==> src/rtl/qtrs_pkg.sv <==
// Shared types, constants and helpers for the Q-table radius selector.
// No dependencies; every other file in rtl/ imports this package.
package qtrs_pkg;

   // Default table geometry
   localparam int QTRS_NUM_STATES  = 128;
   localparam int QTRS_NUM_ACTIONS = 16;

   // Q2.14 value format
   localparam int                 Q_W   = 16;
   localparam logic signed [15:0] Q_ONE = 16'sh4000;
   localparam logic signed [15:0] Q_MIN = 16'sh8000;

   // Control register port
   localparam int CSR_IDX_W  = 2;
   localparam int CSR_DATA_W = 16;

   localparam logic [CSR_IDX_W-1:0] CSR_MAX_RADIUS     = 2'd0;
   localparam logic [CSR_IDX_W-1:0] CSR_STATES_IN_USE  = 2'd1;
   localparam logic [CSR_IDX_W-1:0] CSR_ACTIONS_IN_USE = 2'd2;
   localparam logic [CSR_IDX_W-1:0] CSR_LEARN_STEP     = 2'd3;

   localparam logic [15:0] RST_MAX_RADIUS     = 16'd8000;
   localparam logic [7:0]  RST_STATES_IN_USE  = 8'd100;
   localparam logic [4:0]  RST_ACTIONS_IN_USE = 5'd10;
   localparam logic [14:0] RST_LEARN_STEP     = 15'd164;

   // Field widths
   localparam int DIST_W   = 18;
   localparam int RADIUS_W = 16;
   localparam int STATES_W = 8;
   localparam int ACTS_W   = 5;
   localparam int STEP_W   = 15;

   // Shared divider geometry
   localparam int DIV_NUM_W = 26;
   localparam int DIV_DEN_W = 17;
   localparam int DIV_Q_W   = 16;
   localparam int DIV_SH_W  = 4;
   localparam int DIV_DSH_W = DIV_DEN_W + DIV_Q_W - 1;

   // Highest quotient bit for each use of the divider
   localparam logic [DIV_SH_W-1:0] DIV_TOP_ROW    = 4'd7;
   localparam logic [DIV_SH_W-1:0] DIV_TOP_RADIUS = 4'd15;

   typedef struct packed {
      logic                 start;
      logic [DIV_NUM_W-1:0] numer;
      logic [DIV_DEN_W-1:0] denom;
      logic [DIV_SH_W-1:0]  top_bit;
   } div_req_type;

   typedef struct packed {
      logic               done;
      logic [DIV_Q_W-1:0] quot;
   } div_rsp_type;

   // Index width for a count of entries, at least one bit
   function automatic int idx_width(input int count);
      return (count > 1) ? $clog2(count) : 1;
   endfunction

endpackage

==> src/rtl/qtrs_div.sv <==
// Restoring divider for the Q-table radius selector, one quotient bit per cycle.
// Depends on qtrs_pkg for the request and response types.
module qtrs_div
   import qtrs_pkg::*;
(
   input  logic        clock,
   input  logic        reset,
   input  div_req_type req,
   output div_rsp_type rsp
);

   logic                 busy_ff, busy_in;
   logic                 done_ff, done_in;
   logic [DIV_NUM_W-1:0] rem_ff, rem_in;
   logic [DIV_DSH_W-1:0] dsh_ff, dsh_in;
   logic [DIV_SH_W-1:0]  cnt_ff, cnt_in;
   logic [DIV_Q_W-1:0]   quot_ff, quot_in;

   logic [DIV_DSH_W-1:0] rem_wide;
   logic [DIV_DSH_W-1:0] diff;
   logic                 fits;

   // Compare the remainder with the shifted divisor
   always_comb begin
      rem_wide = DIV_DSH_W'(rem_ff);
      fits     = rem_wide >= dsh_ff;
      diff     = rem_wide - dsh_ff;
   end

   // Load on start, then retire one quotient bit per cycle
   always_comb begin
      busy_in = busy_ff;
      done_in = 1'b0;
      rem_in  = rem_ff;
      dsh_in  = dsh_ff;
      cnt_in  = cnt_ff;
      quot_in = quot_ff;
      if (req.start) begin
         busy_in = 1'b1;
         rem_in  = req.numer;
         dsh_in  = DIV_DSH_W'(req.denom) << req.top_bit;
         cnt_in  = req.top_bit;
         quot_in = '0;
      end else if (busy_ff) begin
         if (fits) begin
            rem_in = DIV_NUM_W'(diff);
         end
         quot_in = {quot_ff[DIV_Q_W-2:0], fits};
         dsh_in  = dsh_ff >> 1;
         cnt_in  = cnt_ff - 1'b1;
         if (cnt_ff == '0) begin
            busy_in = 1'b0;
            done_in = 1'b1;
         end
      end
   end

   always_ff @(posedge clock) begin
      if (reset) begin
         busy_ff <= 1'b0;
         done_ff <= 1'b0;
      end else begin
         busy_ff <= busy_in;
         done_ff <= done_in;
      end
   end

   always_ff @(posedge clock) begin
      rem_ff  <= rem_in;
      dsh_ff  <= dsh_in;
      cnt_ff  <= cnt_in;
      quot_ff <= quot_in;
   end

   assign rsp.done = done_ff;
   assign rsp.quot = quot_ff;

endmodule

==> config.mk <==
export PLATFORM = sky130hd
export DESIGN_NAME = qtrs_div
export DESIGN_NICKNAME = d
export VERILOG_FILES = /design/src/rtl/qtrs_pkg.sv /design/src/rtl/qtrs_div.sv
export SDC_FILE = /design/constraint.sdc
export NUM_CORES = 1
export LEC_CHECK = 0
export BUFFER_PORTS_ARGS = -buffer_cell sky130_fd_sc_hd__buf_2
export CORE_UTILIZATION = 54
export DETAILED_ROUTE_END_ITERATION = 8
export PLACE_DENSITY = 0.78
export REMOVE_ABC_BUFFERS = 1
export SYNTH_ARGS = -nofsm -noshare
export SYNTH_HDL_FRONTEND = slang
export SYNTH_SLANG_ARGS = --single-unit
==> constraint.sdc <==
create_clock -name clock -period 2.9 [get_ports clock]
set_input_delay 0.145 -clock clock [delete_from_list [all_inputs] [get_ports clock]]
set_output_delay 0.145 -clock clock [all_outputs]
set_load 0.03 [all_outputs]
==> qor.txt <==
=======================================================================================
Number of clock buffers inserted by TritonCTS                                         9
WP data arrival                                                                 2.81 ns
Max_cap viols                                                                         0
Max_slew headroom                                                                 42.9%
FFs w/ async S/R, synth                                                              0%
CTS tree                                                                            yes
Detailed Place HPWL                                                            10000 um
Slowest CP cell                                                            sky130_fd_sc_hd__fa_1
Count of final hold-check violations                                                  0
Root Driver                                                                sky130_fd_sc_hd__clkbuf_8
Via count                                                                          4764
Layout overhead on the synthesized area                                           10.3%
Number of nets still failing antenna checks after routing                             0
Main flop type after synthesis                                             sky130_fd_sc_hd__edfxtp_1
Required time worst endpoint                                                    2.96 ns
Endpoint type of the worst setup path                                              flop
Final wirelength                                                               13400 um
Cell-by-cell trace of the critical path                                    ha_1 -> fa_1 -> nand2b_1 -> a21oi_1 -> a21oi_1 -> o21ai_1 -> a21oi_1 -> nand2_1 -> buf_12
Kind of cell with the highest combined delay on the critical path          compound AO/OA/AOI/OAI gates
Max stage delay on crit path                                                    0.40 ns
Worst setup skew after layout                                                0.00974 ns
H-tree depth                                                                          3
Number of nets in the final layout                                                  736
Result of the run                                                          complete, no violations
Share of the cycle needed by the critical path after routing                      94.8%
Routed metal-1 wirelength                                                       6000 um
Share of final-layout standard cells stronger than drive strength 1               17.8%
Routed length per instance                                                      16.8 um
Initial antenna violation count                                                       0
First-pass GRT wire length                                                     21300 um
Via count of the first global-routing pass                                         4506
Unique masters post-synth                                                            66
Worst skew pair latency                                                         0.35 ns
Most common cell after layout, fill and taps aside                         sky130_fd_sc_hd__buf_2
Total gr overflow                                                                     0
Row Count                                                                            36
Initial Util                                                                      56.5%
Highest fanout seen on the critical path                                             19
Clock tree buffer depth                                                               2
Max Clk Rate                                                                  0.364 GHz
Count of mapped cells out of synthesis                                              616
Tightest Hold Check Type                                                         in2reg
Transition time of the tightest slew-check pin                                 0.856 ns
Number of violations reported at the end of detailed-routing iteration 0            362
Synth Cell Area                                                               5630 um^2
Power density cells                                                         608 nW/um^2
# DRC                                                                                 0
Final weighted congestion in routability-driven placement                         0.954
Number of buffer and inverter stages on the critical path                             1
Overall power of the completed layout                                         0.00377 W
Count of boundary I/O pins                                                           67
PortBufs                                                                             66
Number of antenna diodes                                                              0
Routed length on met3                                                            746 um
Area of the die                                                              10800 um^2
Number of max-slew violations in the final report                                     0
#FFs+latches synth                                                                   80
Core Region                                                                   9950 um^2
Type of origin of the critical path                                                flop
CP Depth                                                                              9
Critical path start-end classification                                          reg2reg
Top layer in use                                                                   met4
Total iterations of the first detailed-routing run                                    5
Leading area contributor after synthesis                                   sky130_fd_sc_hd__edfxtp_1
Worst reg-to-reg path cell count                                                      9
DIE HEIGHT                                                                       104 um
Min-Delay Path Depth                                                                  3
Post-layout min period                                                          2.75 ns
Setup repair after global routing missed its margin                                  no
DIE WIDTH                                                                        104 um
Pin count of the biggest net entering global routing                                 53
Count of clock tree sinks                                                            80
Total met2 wirelength after detailed routing                                    6400 um
Top library cells by usage in the layout, fill and taps aside              sky130_fd_sc_hd__buf_2 (65), sky130_fd_sc_hd__nand2_1 (64), sky130_fd_sc_hd__edfxtp_1 (62), sky130_fd_sc_hd__nor2_1 (52), sky130_fd_sc_hd__a21oi_1 (44)
Post-synth EDFFs                                                                     62
Total Negative Setup Slacks                                                        0 ns
Global Route Usage Sum                                                            24.8%
Synthesis Warnings                                                                    0
Post-synthesis sequential area ratio                                              39.5%
Area contributors post-synth                                               sky130_fd_sc_hd__edfxtp_1 (33%), sky130_fd_sc_hd__mux2i_1 (6.9%), sky130_fd_sc_hd__dfxtp_1 (6.4%)
Detailed-route vias per instance                                                   5.98
Leakage power                                                                   2.62 nW
Most prevalent standard cell on the critical path                          sky130_fd_sc_hd__a21oi_1
Mean cell area of the mapped netlist                                          9.13 um^2
Clock slew at the register clock pins of the worst setup and hold paths         0.09 ns
Worst IR Drop VDD                                                                342 uV
Post-synth top area share                                                         33.1%
Number of failing setup endpoints in the final timing report                          0
=======================================================================================
## sequential cells by signal, summed over array words and instances, names as in the netlist
register / cells
busy_ff: 1
rem_ff: 26
cnt_ff: 4
done_ff: 1
dsh_ff: 32
quot_ff: 16
## kinds of logic (layout without fill, tap and decap cells)
kind of cell               count (synthesis)  in the layout  synth area share [%]
adders and majority gates                 28             28                  6.36
muxes                                     61             61                  11.7
AOI/OAI and AO/OA                        173            173                  19.7
xor gates and xnor gates                  16             16                  2.49
buffers and inverters                     82            129                  5.87
and+or+nand+nor                          176            176                  14.3
DFF                                       80             80                  39.5
## layer usage
layer  up-vias  track usage, %
met5         -               0
met4         0            8.78
met3        26            5.08
met2       150            40.9
met1      2237            32.3
li1       2351               -
## metrics by stage
stage	cell area (um^2)	worst slack, ns	utilization, %	cells	hold slack, ns
CTS	6210	0.195	62.3	796	0.0577
floorplan	5440	0.162	-	573	0.217
finish	6210	0.152	62.3	796	0.0710
detailed placement	6010	0.214	60.3	779	0.331
global placement	6010	0.252	60.3	779	0.326
global route	6210	0.00822	62.3	796	0.0655
## report_power, final
group,internal [W],switching (W),leakage (nW),total [W]
logic,0.000601,0.000893,1.75,0.00149
registers,0.00142,0.0000540,0.775,0.00147
clock network,0.000371,0.000437,0.0998,0.000807
## synth_stat cells, drive strengths merged (6+ instances only)
cell type,n
mux2,20
o31ai,6
nor3,13
inv,38
o21a,10
o21ai,44
o22ai,15
o211ai,7
nor2,52
mux2i,39
ha,27
edfxtp,62
nand4,7
dfxtp,18
nand3,9
clkbuf,25
buf,18
o2bb2ai,6
a21oi,45
xnor2,11
nand2,64
## path summary, 6_finish.rpt
check	start	slack (ns)	end
min reg2reg	quot_ff[15]	0.51	quot_ff[15]
min	req[46]	0.07	rem_ff[25]
max	dsh_ff[0]	0.15	rem_ff[0]
max reg2reg	dsh_ff[0]	0.15	rem_ff[0]
## what timing repair did
item	4_1_cts	5_1_grt
hold endpoints to repair	2	0
hold buffers	1	0
resized for setup	0	0
buffers inserted	0	0
## worst reg2reg max path, cell delays in order, from the launching register on
cell,delay [ns]
sky130_fd_sc_hd__edfxtp_1,0.37
sky130_fd_sc_hd__ha_1,0.22
sky130_fd_sc_hd__fa_1,0.40
sky130_fd_sc_hd__nand2b_1,0.18
sky130_fd_sc_hd__a21oi_1,0.25
sky130_fd_sc_hd__a21oi_1,0.18
sky130_fd_sc_hd__o21ai_1,0.37
sky130_fd_sc_hd__a21oi_1,0.15
sky130_fd_sc_hd__nand2_1,0.16
sky130_fd_sc_hd__buf_12,0.19
## layout make-up
cell class,count,area [um^2]
well taps,133,166
repair buffers,74,408
flip-flops and latches,80,2220
multi-input cells,454,3070
inverters,39,146
clock buffers,11,153
fillers,852,3750
clock inverters,5,37.5
Power figures use the tool's default switching activity.
